File: src/bpa_pkg.sv
// Shared constants and types for the bitmap page allocator.
`default_nettype none
package bpa_pkg;
  localparam int PAGE_COUNT_DEF = 1024;
  localparam int PAGE_SHIFT    = 12;
  localparam int WORD_BITS     = 8;
  localparam logic [31:0] PHYS_BASE_RST   = 32'h0010_0000;
  localparam logic [31:0] VIRT_OFFSET_RST = 32'hC000_0000;

  typedef enum logic [1:0] {
    OP_ALLOC_ONE = 2'd0,
    OP_ALLOC_PHYS = 2'd1,
    OP_ALLOC_VIRT = 2'd2,
    OP_FREE = 2'd3
  } op_t;

  typedef enum logic [1:0] {
    ST_OK = 2'd0,
    ST_NOMEM = 2'd1,
    ST_RANGE = 2'd2
  } status_t;

  localparam logic CFG_PHYS_BASE = 1'b0;
  localparam logic CFG_VIRT_OFFSET = 1'b1;

  // Classified request from front to back.
  typedef struct packed {
    logic        is_free;
    logic        is_virt;
    logic        reject;     // finished without touching the bitmap
    status_t     rej_status;
    logic [20:0] count;      // pages requested (up to 2^20)
    logic [31:0] free_off;   // page_address - phys_base
  } req_t;
endpackage
`default_nettype wire

File: src/bpa_front.sv
// Front end: accept requests, round sizes, check free range and allocation size, queue work.
`default_nettype none
module bpa_front #(
  parameter int PAGE_COUNT = bpa_pkg::PAGE_COUNT_DEF
) (
  input  wire logic         clk,
  input  wire logic         rst_n,
  input  wire logic         in_valid,
  output logic              in_stall,
  input  wire logic [1:0]   in_opcode,
  input  wire logic [31:0]  in_size_bytes,
  input  wire logic [31:0]  in_page_address,
  input  wire logic [31:0]  phys_base,
  output logic              q_valid,
  input  wire logic         q_pop,
  output bpa_pkg::req_t     q_data
);
  localparam logic [32:0] SPAN = 33'(PAGE_COUNT) << bpa_pkg::PAGE_SHIFT;

  // Two-entry queue
  bpa_pkg::req_t q_mem_r [2];
  logic q_wp_r, q_rp_r;
  logic [1:0] q_cnt_r;
  bpa_pkg::req_t req;
  logic push;
  logic [32:0] rounded;
  logic [32:0] diff;

  assign in_stall = (q_cnt_r == 2'd2);
  assign push = in_valid && !in_stall;
  assign q_valid = (q_cnt_r != 2'd0);
  assign q_data = q_mem_r[q_rp_r];

  // Classify the incoming transaction
  always_comb begin
    rounded = {1'b0, in_size_bytes} + 33'd4095;
    diff = {1'b0, in_page_address} - {1'b0, phys_base};
    req = '0;
    req.count = rounded[32:12];
    req.free_off = diff[31:0];
    req.rej_status = bpa_pkg::ST_NOMEM;
    unique case (bpa_pkg::op_t'(in_opcode))
      bpa_pkg::OP_ALLOC_ONE: begin
        req.count = 21'd1;
      end
      bpa_pkg::OP_ALLOC_PHYS: begin
        req.reject = (in_size_bytes == 32'd0) || (req.count > 21'(PAGE_COUNT));
      end
      bpa_pkg::OP_ALLOC_VIRT: begin
        req.is_virt = 1'b1;
        req.reject = (in_size_bytes == 32'd0) || (req.count > 21'(PAGE_COUNT));
      end
      bpa_pkg::OP_FREE: begin
        req.is_free = 1'b1;
        req.count = 21'd0;
        req.rej_status = bpa_pkg::ST_RANGE;
        req.reject = diff[32] || (diff >= SPAN);
      end
      default: ;
    endcase
  end

  // Hold queue storage
  always_ff @(posedge clk) begin
    if (push) q_mem_r[q_wp_r] <= req;
  end

  // Advance pointers
  always_ff @(posedge clk) begin
    if (!rst_n) begin
      q_wp_r <= 1'b0;
      q_rp_r <= 1'b0;
      q_cnt_r <= 2'd0;
    end else begin
      if (push) q_wp_r <= ~q_wp_r;
      if (q_pop) q_rp_r <= ~q_rp_r;
      q_cnt_r <= q_cnt_r + {1'b0, push} - {1'b0, q_pop};
    end
  end
endmodule
`default_nettype wire

File: src/bpa_back.sv
// Back end: bitmap memory, first-fit scan, marking and free.
`default_nettype none
module bpa_back #(
  parameter int PAGE_COUNT = bpa_pkg::PAGE_COUNT_DEF
) (
  input  wire logic         clk,
  input  wire logic         rst_n,
  input  wire logic         q_valid,
  output logic              q_pop,
  input  bpa_pkg::req_t     q_data,
  input  wire logic [31:0]  phys_base,
  input  wire logic [31:0]  virt_offset,
  output logic              out_valid,
  input  wire logic         out_stall,
  output logic [31:0]       out_result_address,
  output logic [1:0]        out_status
);
  localparam int WB = bpa_pkg::WORD_BITS;
  localparam int NW = (PAGE_COUNT + WB - 1) / WB;
  localparam int AW = (NW > 1) ? $clog2(NW) : 1;
  localparam int PW = $clog2(PAGE_COUNT + 1);
  localparam int CW = $clog2(NW + 1);

  typedef enum logic [3:0] {
    S_CLEAR, S_IDLE, S_RD, S_SCAN, S_MRD, S_MARK, S_FREE, S_ADDR, S_DONE
  } state_t;

  state_t state_r;
  logic [WB-1:0] mem [NW];
  logic [WB-1:0] rd_data_r;
  logic [CW-1:0] word_r;      // current word index (0 to NW-1)
  logic [PW-1:0] start_r;     // candidate run start
  logic [PW-1:0] run_r;       // free pages in run so far
  logic [PW-1:0] need_r;
  logic [PW-1:0] mark_r;      // next page to mark
  logic          is_virt_r;
  logic [31:0]   addr_r;
  logic [1:0]    status_r;
  logic [31:0]   off_r;

  // Walk one word: up to eight dependent narrow steps
  logic [PW-1:0] s_start, s_run;
  logic          s_found;
  logic [PW-1:0] pg;
  always_comb begin
    s_start = start_r;
    s_run = run_r;
    s_found = 1'b0;
    for (int b = 0; b < WB; b++) begin
      pg = PW'(word_r) * PW'(WB) + PW'(b);
      if (!s_found && (pg < PW'(PAGE_COUNT))) begin
        if (rd_data_r[b]) begin
          s_run = '0;
          s_start = pg + PW'(1);
        end else begin
          s_run = s_run + PW'(1);
          if (s_run == need_r) s_found = 1'b1;
        end
      end
    end
  end

  logic [PW-1:0] mark_end;
  assign mark_end = start_r + need_r;
  logic [AW-1:0] mark_word;
  assign mark_word = AW'(mark_r / PW'(WB));
  logic [$clog2(WB)-1:0] mark_bit;
  assign mark_bit = mark_r[$clog2(WB)-1:0];
  logic [PW-1:0] free_pg;
  assign free_pg = PW'(off_r >> bpa_pkg::PAGE_SHIFT);

  assign q_pop = (state_r == S_IDLE) && q_valid;
  assign out_valid = (state_r == S_DONE);
  assign out_result_address = addr_r;
  assign out_status = status_r;

  // Hold bitmap memory: one read and one write port
  logic          wr_en;
  logic [AW-1:0] wr_addr;
  logic [WB-1:0] wr_data;
  logic [AW-1:0] rd_addr;
  always_comb begin
    wr_en = 1'b0;
    wr_addr = mark_word;
    wr_data = rd_data_r;
    rd_addr = AW'(word_r);
    unique case (state_r)
      S_CLEAR: begin
        wr_en = 1'b1;
        wr_addr = AW'(word_r);
        wr_data = '0;
      end
      S_MRD: begin
        rd_addr = mark_word;
      end
      S_MARK: begin
        wr_en = 1'b1;
        wr_data = rd_data_r | (WB'(1) << mark_bit);
      end
      S_FREE: begin
        wr_en = 1'b1;
        wr_addr = AW'(free_pg / PW'(WB));
        wr_data = rd_data_r & ~(WB'(1) << free_pg[$clog2(WB)-1:0]);
      end
      default: ;
    endcase
  end

  always_ff @(posedge clk) begin
    if (wr_en) mem[wr_addr] <= wr_data;
    rd_data_r <= mem[rd_addr];
  end

  // Sequence each request
  always_ff @(posedge clk) begin
    if (!rst_n) begin
      state_r <= S_CLEAR;
      word_r <= '0;
    end else begin
      unique case (state_r)
        S_CLEAR: begin
          if (word_r == CW'(NW - 1)) begin
            word_r <= '0;
            state_r <= S_IDLE;
          end else begin
            word_r <= word_r + CW'(1);
          end
        end
        S_IDLE: begin
          if (q_valid) begin
            is_virt_r <= q_data.is_virt;
            need_r <= PW'(q_data.count);
            off_r <= q_data.free_off;
            start_r <= '0;
            run_r <= '0;
            addr_r <= '0;
            status_r <= q_data.reject ? q_data.rej_status : bpa_pkg::ST_OK;
            if (q_data.reject) begin
              state_r <= S_DONE;
            end else if (q_data.is_free) begin
              word_r <= CW'(PW'(q_data.free_off >> bpa_pkg::PAGE_SHIFT) / PW'(WB));
              state_r <= S_RD;
            end else begin
              word_r <= '0;
              state_r <= S_RD;
            end
          end
        end
        S_RD: begin
          // memory read of word_r in flight; a free carries no page count
          state_r <= (need_r == '0) ? S_FREE : S_SCAN;
        end
        S_SCAN: begin
          start_r <= s_start;
          run_r <= s_run;
          if (s_found) begin
            mark_r <= s_start;
            state_r <= S_MRD;
          end else if (word_r == CW'(NW - 1)) begin
            status_r <= bpa_pkg::ST_NOMEM;
            state_r <= S_DONE;
          end else begin
            word_r <= word_r + CW'(1);
            state_r <= S_RD;
          end
        end
        S_MRD: begin
          // read the word that holds the next page to mark
          state_r <= S_MARK;
        end
        S_MARK: begin
          // write the fresh word back with one more bit set
          mark_r <= mark_r + PW'(1);
          if (mark_r + PW'(1) == mark_end) state_r <= S_ADDR;
          else state_r <= S_MRD;
        end
        S_FREE: begin
          state_r <= S_DONE;
        end
        S_ADDR: begin
          addr_r <= phys_base + ({{(32-PW){1'b0}}, start_r} << bpa_pkg::PAGE_SHIFT)
                    + (is_virt_r ? virt_offset : 32'd0);
          state_r <= S_DONE;
        end
        S_DONE: begin
          if (!out_stall) state_r <= S_IDLE;
        end
        default: state_r <= S_IDLE;
      endcase
    end
  end
endmodule
`default_nettype wire

File: src/bitmap_page_allocator.sv
// Top level of the bitmap page allocator.
//
//  channel  direction  handshake          payload
//  in_      input      in_valid/in_stall  opcode, size_bytes, page_address
//  out_     output     out_valid/out_stall result_address, status
//  cfg_     input      cfg_wr_en          cfg_index, cfg_wdata
//
// From the queue pop, allocation reads and scans each 8-page bitmap word
// in turn, reads and writes back the word of each marked page, then forms
// the address; a free reads the word and clears its bit, and a rejected
// request goes straight to the result. After reset a clearing pass writes
// every bitmap word before the first request is taken. A two-entry queue
// lets requests enter while the back end is busy or stalled.
`default_nettype none
module bitmap_page_allocator #(
  parameter int PAGE_COUNT = bpa_pkg::PAGE_COUNT_DEF
) (
  input  wire logic        clk,
  input  wire logic        rst_n,
  input  wire logic        in_valid,
  output logic             in_stall,
  input  wire logic [1:0]  in_opcode,
  input  wire logic [31:0] in_size_bytes,
  input  wire logic [31:0] in_page_address,
  output logic             out_valid,
  input  wire logic        out_stall,
  output logic [31:0]      out_result_address,
  output logic [1:0]       out_status,
  input  wire logic        cfg_wr_en,
  input  wire logic        cfg_index,
  input  wire logic [31:0] cfg_wdata
);
  logic [31:0] phys_base_r, virt_offset_r;
  logic q_valid, q_pop;
  bpa_pkg::req_t q_data;

  // Hold configuration registers
  always_ff @(posedge clk) begin
    if (!rst_n) begin
      phys_base_r <= bpa_pkg::PHYS_BASE_RST;
      virt_offset_r <= bpa_pkg::VIRT_OFFSET_RST;
    end else if (cfg_wr_en) begin
      if (cfg_index == bpa_pkg::CFG_PHYS_BASE) phys_base_r <= cfg_wdata;
      else virt_offset_r <= cfg_wdata;
    end
  end

  bpa_front #(.PAGE_COUNT(PAGE_COUNT)) u_front (
    .clk, .rst_n, .in_valid, .in_stall, .in_opcode, .in_size_bytes,
    .in_page_address, .phys_base(phys_base_r), .q_valid, .q_pop, .q_data
  );

  bpa_back #(.PAGE_COUNT(PAGE_COUNT)) u_back (
    .clk, .rst_n, .q_valid, .q_pop, .q_data, .phys_base(phys_base_r),
    .virt_offset(virt_offset_r), .out_valid, .out_stall, .out_result_address,
    .out_status
  );
endmodule
`default_nettype wire
File: config.mk
export PLATFORM = sky130hd
export DESIGN_NAME = bitmap_page_allocator
export DESIGN_NICKNAME = d
export VERILOG_FILES = /design/src/bpa_pkg.sv /design/src/bpa_front.sv /design/src/bpa_back.sv /design/src/bitmap_page_allocator.sv
export SDC_FILE = /design/constraint.sdc
export NUM_CORES = 2
export LEC_CHECK = 0
export ABC_AREA = 1
export BUFFER_PORTS_ARGS = -buffer_cell sky130_fd_sc_hd__buf_2
export CORE_UTILIZATION = 40
export CTS_CLUSTER_DIAMETER = 80
export CTS_CLUSTER_SIZE = 12
export DETAILED_ROUTE_END_ITERATION = 16
export PLACE_DENSITY = 0.6
export SLEW_MARGIN = 20
export SYNTH_ARGS = -nofsm -noshare
export SYNTH_HDL_FRONTEND = slang
export SYNTH_SLANG_ARGS = --single-unit
export TNS_END_PERCENT = 50
File: constraint.sdc
create_clock -name clk -period 9 [get_ports clk]
set_clock_uncertainty 0.2 [all_clocks]
set_input_delay 1.8 -clock clk [delete_from_list [all_inputs] [get_ports clk]]
set_output_delay 1.8 -clock clk [all_outputs]
set_load 0.01 [all_outputs]
-- Word-level counts from Yosys, hierarchy flattened
Memory sizes are Yosys's and may differ from the RTL's. A register that Yosys moved wholly into a read port is not among the register bits.
Index checks and enable logic that the tools add are counted.
- flip-flop bits (word level): 181
- RAM bits: 1140
- output and inout port bits: 36
- memories kept: 2
- add/sub/neg operators: 31
- magnitude comparators: 10
- eq/ne operators: 30
- shift-type cells: 2
- mux-type cells: 100
- bitwise operators: 6
- reduce and logical (&&, ||, !) cells: 40
- memory list (name ; words ; width ; read ports ; clocked after memory_dff ; wr ports ; line ; source):
    u_back.mem ; 128 ; 8 ; 1 ; 1 ; 1 ; bpa_back.sv:29 ; logic [WB-1:0] mem [NW];
    u_front.q_mem_r ; 2 ; 58 ; 1 ; 1 ; 1 ; bpa_front.sv:21 ; bpa_pkg::req_t q_mem_r [2];
- operators by type and width (kind ; number):
    2-to-1 mux 11 bit ; 34
    adder 11 x 1 -> 11 bit (second input constant) ; 17
    equality test 11 bit ; 9
    less-than comparator 11 bit (second input constant) ; 8
    case mux 11 bit (2 select lines) ; 3
    2-to-1 mux 32 bit ; 2
    case mux 32 bit (2 select lines) ; 1
    2-to-1 mux 8 bit ; 6
    case mux 8 bit (3 select lines) ; 2
    adder 11 x 3 -> 11 bit (second input constant) ; 4
    case mux 21 bit (2 select lines) ; 1
    adder 32 x 12 -> 33 bit (second input constant) ; 1
    >= comparator 33 x 23 -> 1 bit (second input constant) ; 1
    2-to-1 mux 1 bit ; 33
    subtractor 32 x 32 -> 33 bit ; 1
    adder 32 x 23 -> 32 bit ; 1
    adder 32 bit ; 1
    logical NOT 32 bit ; 1
    case mux 4 bit (8 select lines) ; 1
    2-to-1 mux 4 bit ; 6
    adder 11 x 2 -> 11 bit (second input constant) ; 2
    greater-than comparator 21 x 11 -> 1 bit (second input constant) ; 1
    equality test 4 x 3 -> 1 bit (second input constant) ; 4
    left shift 1 x 3 -> 8 bit (first input constant) ; 2
    35 further kinds ; 77

-- Depth between registers and ports, before layout
- depth in word-level cells: 34
- depth in mapped cells: 71

-- Modules after synthesis
From an unflattened synthesis, not the netlist that was laid out.
- cells, all modules: 6615
- area, all modules: 64470.6 µm²
- modules (own cells, without submodules) (module ; instances ; cells an instance ; area each (µm²) ; sequential area each (µm²)):
    bpa_back ; 1 ; 5254 ; 53724.0 ; 33822.4
    bpa_front ; 1 ; 1015 ; 8089.0 ; 3523.4
    bitmap_page_allocator ; 1 ; 346 ; 2657.5 ; 1281.2

-- Worst setup path before layout
Ideal clock, no wire load.
- path type: register to register
- from: reg u_back.run_r[0]
- to: reg u_back.mark_r[0], enable pin
- setup time: 0.382 ns
- arrival time: 7.539 ns
- slack: 0.879 ns
- cell stages (with the launch flop): 62
- cell sequence: edfxtp_1 ha_1 nand2_1 nand2_1 ha_1 a21oi_1 o21ai_0 a21oi_1 nand3_1 nor2_1 nand2_1 nor2_1 nand2_1 nor2_2 nand3_4 nand2_4 buf_6 nand2_1 [... 26 more ...] nand2_4 nand2_4 nand2_1 nand2_2 ha_1 nand3_1 nor2_2 nand2_2 o21bai_1 nand2_1 nand2_1 nand3_1 nor2_1 nand2_1 nand2_2 nand2_4 buf_6 a21oi_1
- longest elaborated chain between the ends: 34
- elaborated cells on any way between the ends: 70
- classes of those cells: add/sub: 8; eq/ne: 9; mux: 38; reduce/logical: 15
- RTL lines (item ; line ; source):
    from (decl) ; bpa_back.sv:33 ; logic [PW-1:0] run_r;
    from (signal assigned) ; bpa_back.sv:155 ; run_r <= s_run;
    parallel branches: the longest is 31 deep, another holds adder 11 x 1 -> 11 bit ; - ;
    2-to-1 mux 1 bit * ; bpa_back.sv:51 ; if (!s_found && (pg < PW'(PAGE_COUNT))) begin
    != test 2 x 1 -> 1 bit (no source line) * ; - ;
    AND reduction 3 bit (no source line) * ; - ;
    to (signal assigned) ; bpa_back.sv:157 ; mark_r <= s_start;
    to (signal assigned) ; bpa_back.sv:173 ; mark_r <= mark_r + PW'(1);
    to (decl) ; bpa_back.sv:35 ; logic [PW-1:0] mark_r;
Mark *: on every way between the ends.
A chain may end at the register's enable or synchronous reset.

-- Worst setup path after layout
- from: reg u_back.run_r[1]
- to: reg u_back.mark_r[6], enable pin
Same word-level chain as after synthesis.

==> impl_results.md <==
* Reg area at 36800 sq um
* RePlAce Congestion at 0.909
* Util after Layout at 44.9%
* Slew margin rel. at 27.0%
* Die ar. at 151000 sq um
* Yosys warnings at 0
* Worst reg2reg endpoint: u_back.mark_r[6]$_DFFE_PP_
* Routed WL at 173000 microns
* Final Cycle Share at 92.8%
* Post-synth EDFFs at 1165
* Routed vias/inst at 5.61
* Critical Path Source Type: flip-flop
* Layout area overhead at 11.1%
* Std-Cell Rows at 141
* Post-route cell area at 66400 sq um
* Root buf cell: clkbuf_16
* Sequential element share of the synthesized area at 61.5%
* # H-tree levels at 3
* Io pins at 140
* Max-cap violation count at 0
* Leak Pwr at 23.8 nW
* Largest net degree at the start of global routing at 184
* Detailed-placement wirelength estimate at 107000 microns
* Buffer depth of the longest clock path at 3
* Critical R2R Launch: u_back.run_r[1]$_SDFFCE_PN0P_
* Core box area at 148000 sq um
* Final Max Slew Viols at 0
* Critical Path AT at 8.58 ns
* Flops & latches, synth at 1254
* Setup CP Type: flip-flop to flip-flop
* First-pass GRT wire length at 261000 microns
* Clock Pin Slew Worst Setup and Hold Paths at 0.06 ns
* CP max-delay cell: edfxtp_1
* Routed Antenna Nets at 0
* Die Wd at 389 microns
* Largest cells by area after synthesis: edfxtp_1, o21ai_0, nor2_1
* Worst hold stages at 1
* Wire length per cell at 21.6 microns
* CP most frequent cell: nand3_1
* Placed cell areas at 62600 sq um
* Worst-case reg-to-reg path depth at 59
* Fill cell count at 13.7k
* Total number of vias at 45.1k
* Gr busiest metal: met2
* Fin crit period at 8.36 ns
* Hold Crit Class: flip-flop to flip-flop
* Clock buffer count from CTS at 114
* DR pass1 iterations at 8
* Count of cell types in the netlist at 66
* Die Ht at 389 microns
* Initial antenna violation count at 3
* Total GRT Usage at 22.3%
* Net Count, Synth at 6193
* Initial DRC Count at 4317
* Synthesized area at 59800 sq um
* Ys flop type: edfxtp_1
* Status: finished, final reports clean
* Cells after synthesis at 5963
* Worst-path maximum fanout at 18
* CTS tree: built
* Max rail drop VDD at 0.154 mV
* PD cells at 186 nW/um^2
* Avg Inst Size Synth at 10.0 sq um
* Congestion Overflow GR at 0
* # clock sinks at 1254
* WP data required at 9.22 ns
* GR Layer Usage met1 at 31.6%
* Setup Viol. Count Final at 0
* Number of global-route vias before repair at 42.2k
* Fmax at 120 MHz
* Critical path capture point type: flip-flop
* # DRC at 0
* Worst skew pair latency at 0.76 ns
* Max stage delay on crit path at 0.46 ns
* Hold path start: u_front.q_rp_r$_SDFFE_PN0P_
* Area leader, netlist: edfxtp_1
* Starting Density at 40.4%
* Final nets at 6274
* IO Port Bufs at 139
* Ys async rst share at 0%
* Yosys top cell area share at 58.5%
* Area of the multi-input gates at 20800 sq um
* Met2 Usage GRT at 35.5%
* Share of cells above drive strength 1 at 9.31%
* M3 GR Usage at 3.08%
* Overall power at 12.3 mW
* Hold_buf cts at 0
* Worst slew pin tran at 1.09 ns
* Most common cell after layout, fill and taps aside: edfxtp_1
* Most frequent cells in the layout: edfxtp_1, nor2_1, nand2_1
* R2r setup slk at 0.64 ns
* Final Hold Vio Count at 0
worst max-delay path by stage:
stage / start / endpoint / depth (start not counted)
2_1_floorplan: u_back.run_r[0]$_SDFFCE_PN0P_ / u_back.mark_r[0]$_DFFE_PP_ / 61
3_3_place_gp: u_back.run_r[1]$_SDFFCE_PN0P_ / u_back.mark_r[2]$_DFFE_PP_ / 61
3_5_place_dp: u_back.run_r[1]$_SDFFCE_PN0P_ / u_back.mark_r[0]$_DFFE_PP_ / 61
4_1_cts: u_back.run_r[1]$_SDFFCE_PN0P_ / u_back.mark_r[2]$_DFFE_PP_ / 61
5_1_grt: u_back.run_r[1]$_SDFFCE_PN0P_ / u_back.mark_r[3]$_DFFE_PP_ / 61
6_report: u_back.run_r[1]$_SDFFCE_PN0P_ / u_back.mark_r[6]$_DFFE_PP_ / 59
synthesized netlist by cell type, types with 34 or more instances:
cell type	number
a21oi_1	171
clkbuf_1	262
dfxtp_1	89
edfxtp_1	1165
ha_1	112
inv_1	350
nand2_1	853
nand3_1	270
nand4_1	52
nor2_1	1071
o21ai_0	814
o221ai_1	34
o22ai_1	287
xor2_1	49
critical path: cells and delay by family (launching register included):
| kind | cells | cell delay (ns) |
|---|---|---|
| AO/OA/AOI/OAI | 4 | 0.62 |
| XOR/XNOR | 1 | 0.11 |
| adder cells (fa/ha/maj) | 4 | 1.10 |
| buffers and inverters | 10 | 1.41 |
| flip-flops | 1 | 0.46 |
| AND/OR/NAND/NOR | 40 | 4.19 |
repair_timing:
item | CTS | global route
setup endpoints to repair | 0 | 57
buffers inserted | 0 | 27
resized for setup | 0 | 62
routing by layer:
layer / wire length, microns / share of wire (%) / vias up
li1: - / - / 21200
met3: 12700 / 7.4 / 256
met5: 13 / 0.0075 / -
met2: 79800 / 46 / 1650
met1: 76200 / 44 / 22000
met4: 4620 / 2.7 / 2
cells by family (layout without fill, tap and decap cells):
logic type	Yosys count	in the layout	synth area share, %
simple gates	2385	2385	16.6
buf+inv	680	819	4.41
flops	1254	1254	61.5
other cells	0	3	0
compound gates	1451	1451	13.6
xor+xnor	67	67	1.06
fa+ha+maj	126	126	2.81
through the flow:
step / std cells / TNS (ns) / worst slack, ns / hold WS [ns]
after floorplan: 5963 / 0 / 0.879 / 0.226
after global placement: 7829 / 0 / 0.263 / 0.236
after detailed placement: 7829 / 0 / 0.185 / 0.256
after CTS: 8003 / 0 / 0.137 / 0.269
after global routing: 8034 / -0.802 / -0.0758 / 0.313
final: 8035 / 0 / 0.644 / 0.269
state kept, by name (all words and copies together) (netlist names), 10 cells and up, named ones only:
register                   cells
u_back.run_r                  11
u_front.q_mem_r               52
u_back.out_result_address     32
u_back.mem                  1024
virt_offset_r                 32
u_back.need_r                 11
u_back.off_r                  10
u_back.mark_r                 11
u_back.start_r                11
phys_base_r                   32
final cells by class:
class / instances / share of cell area (%)
flip-flops and latches: 1254 / 55.4
multi-input cells: 4029 / 31.3
clock buffers: 167 / 4.64
well taps: 1930 / 3.64
repair buffers: 261 / 2.61
inverters: 384 / 2.21
clock inverters: 7 / 0.247
diodes: 3 / 0.0113
where the power goes:
part | leakage (nW) | internal (mW) | switching, mW
Combinational | 10.9 | 0.434 | 1.02
Sequential | 11.3 | 6.36 | 0.0510
Clock | 1.55 | 2.35 | 2.12
Total | 23.8 | 9.15 | 3.19
Note: power is estimated with default switching activity, not from simulation.
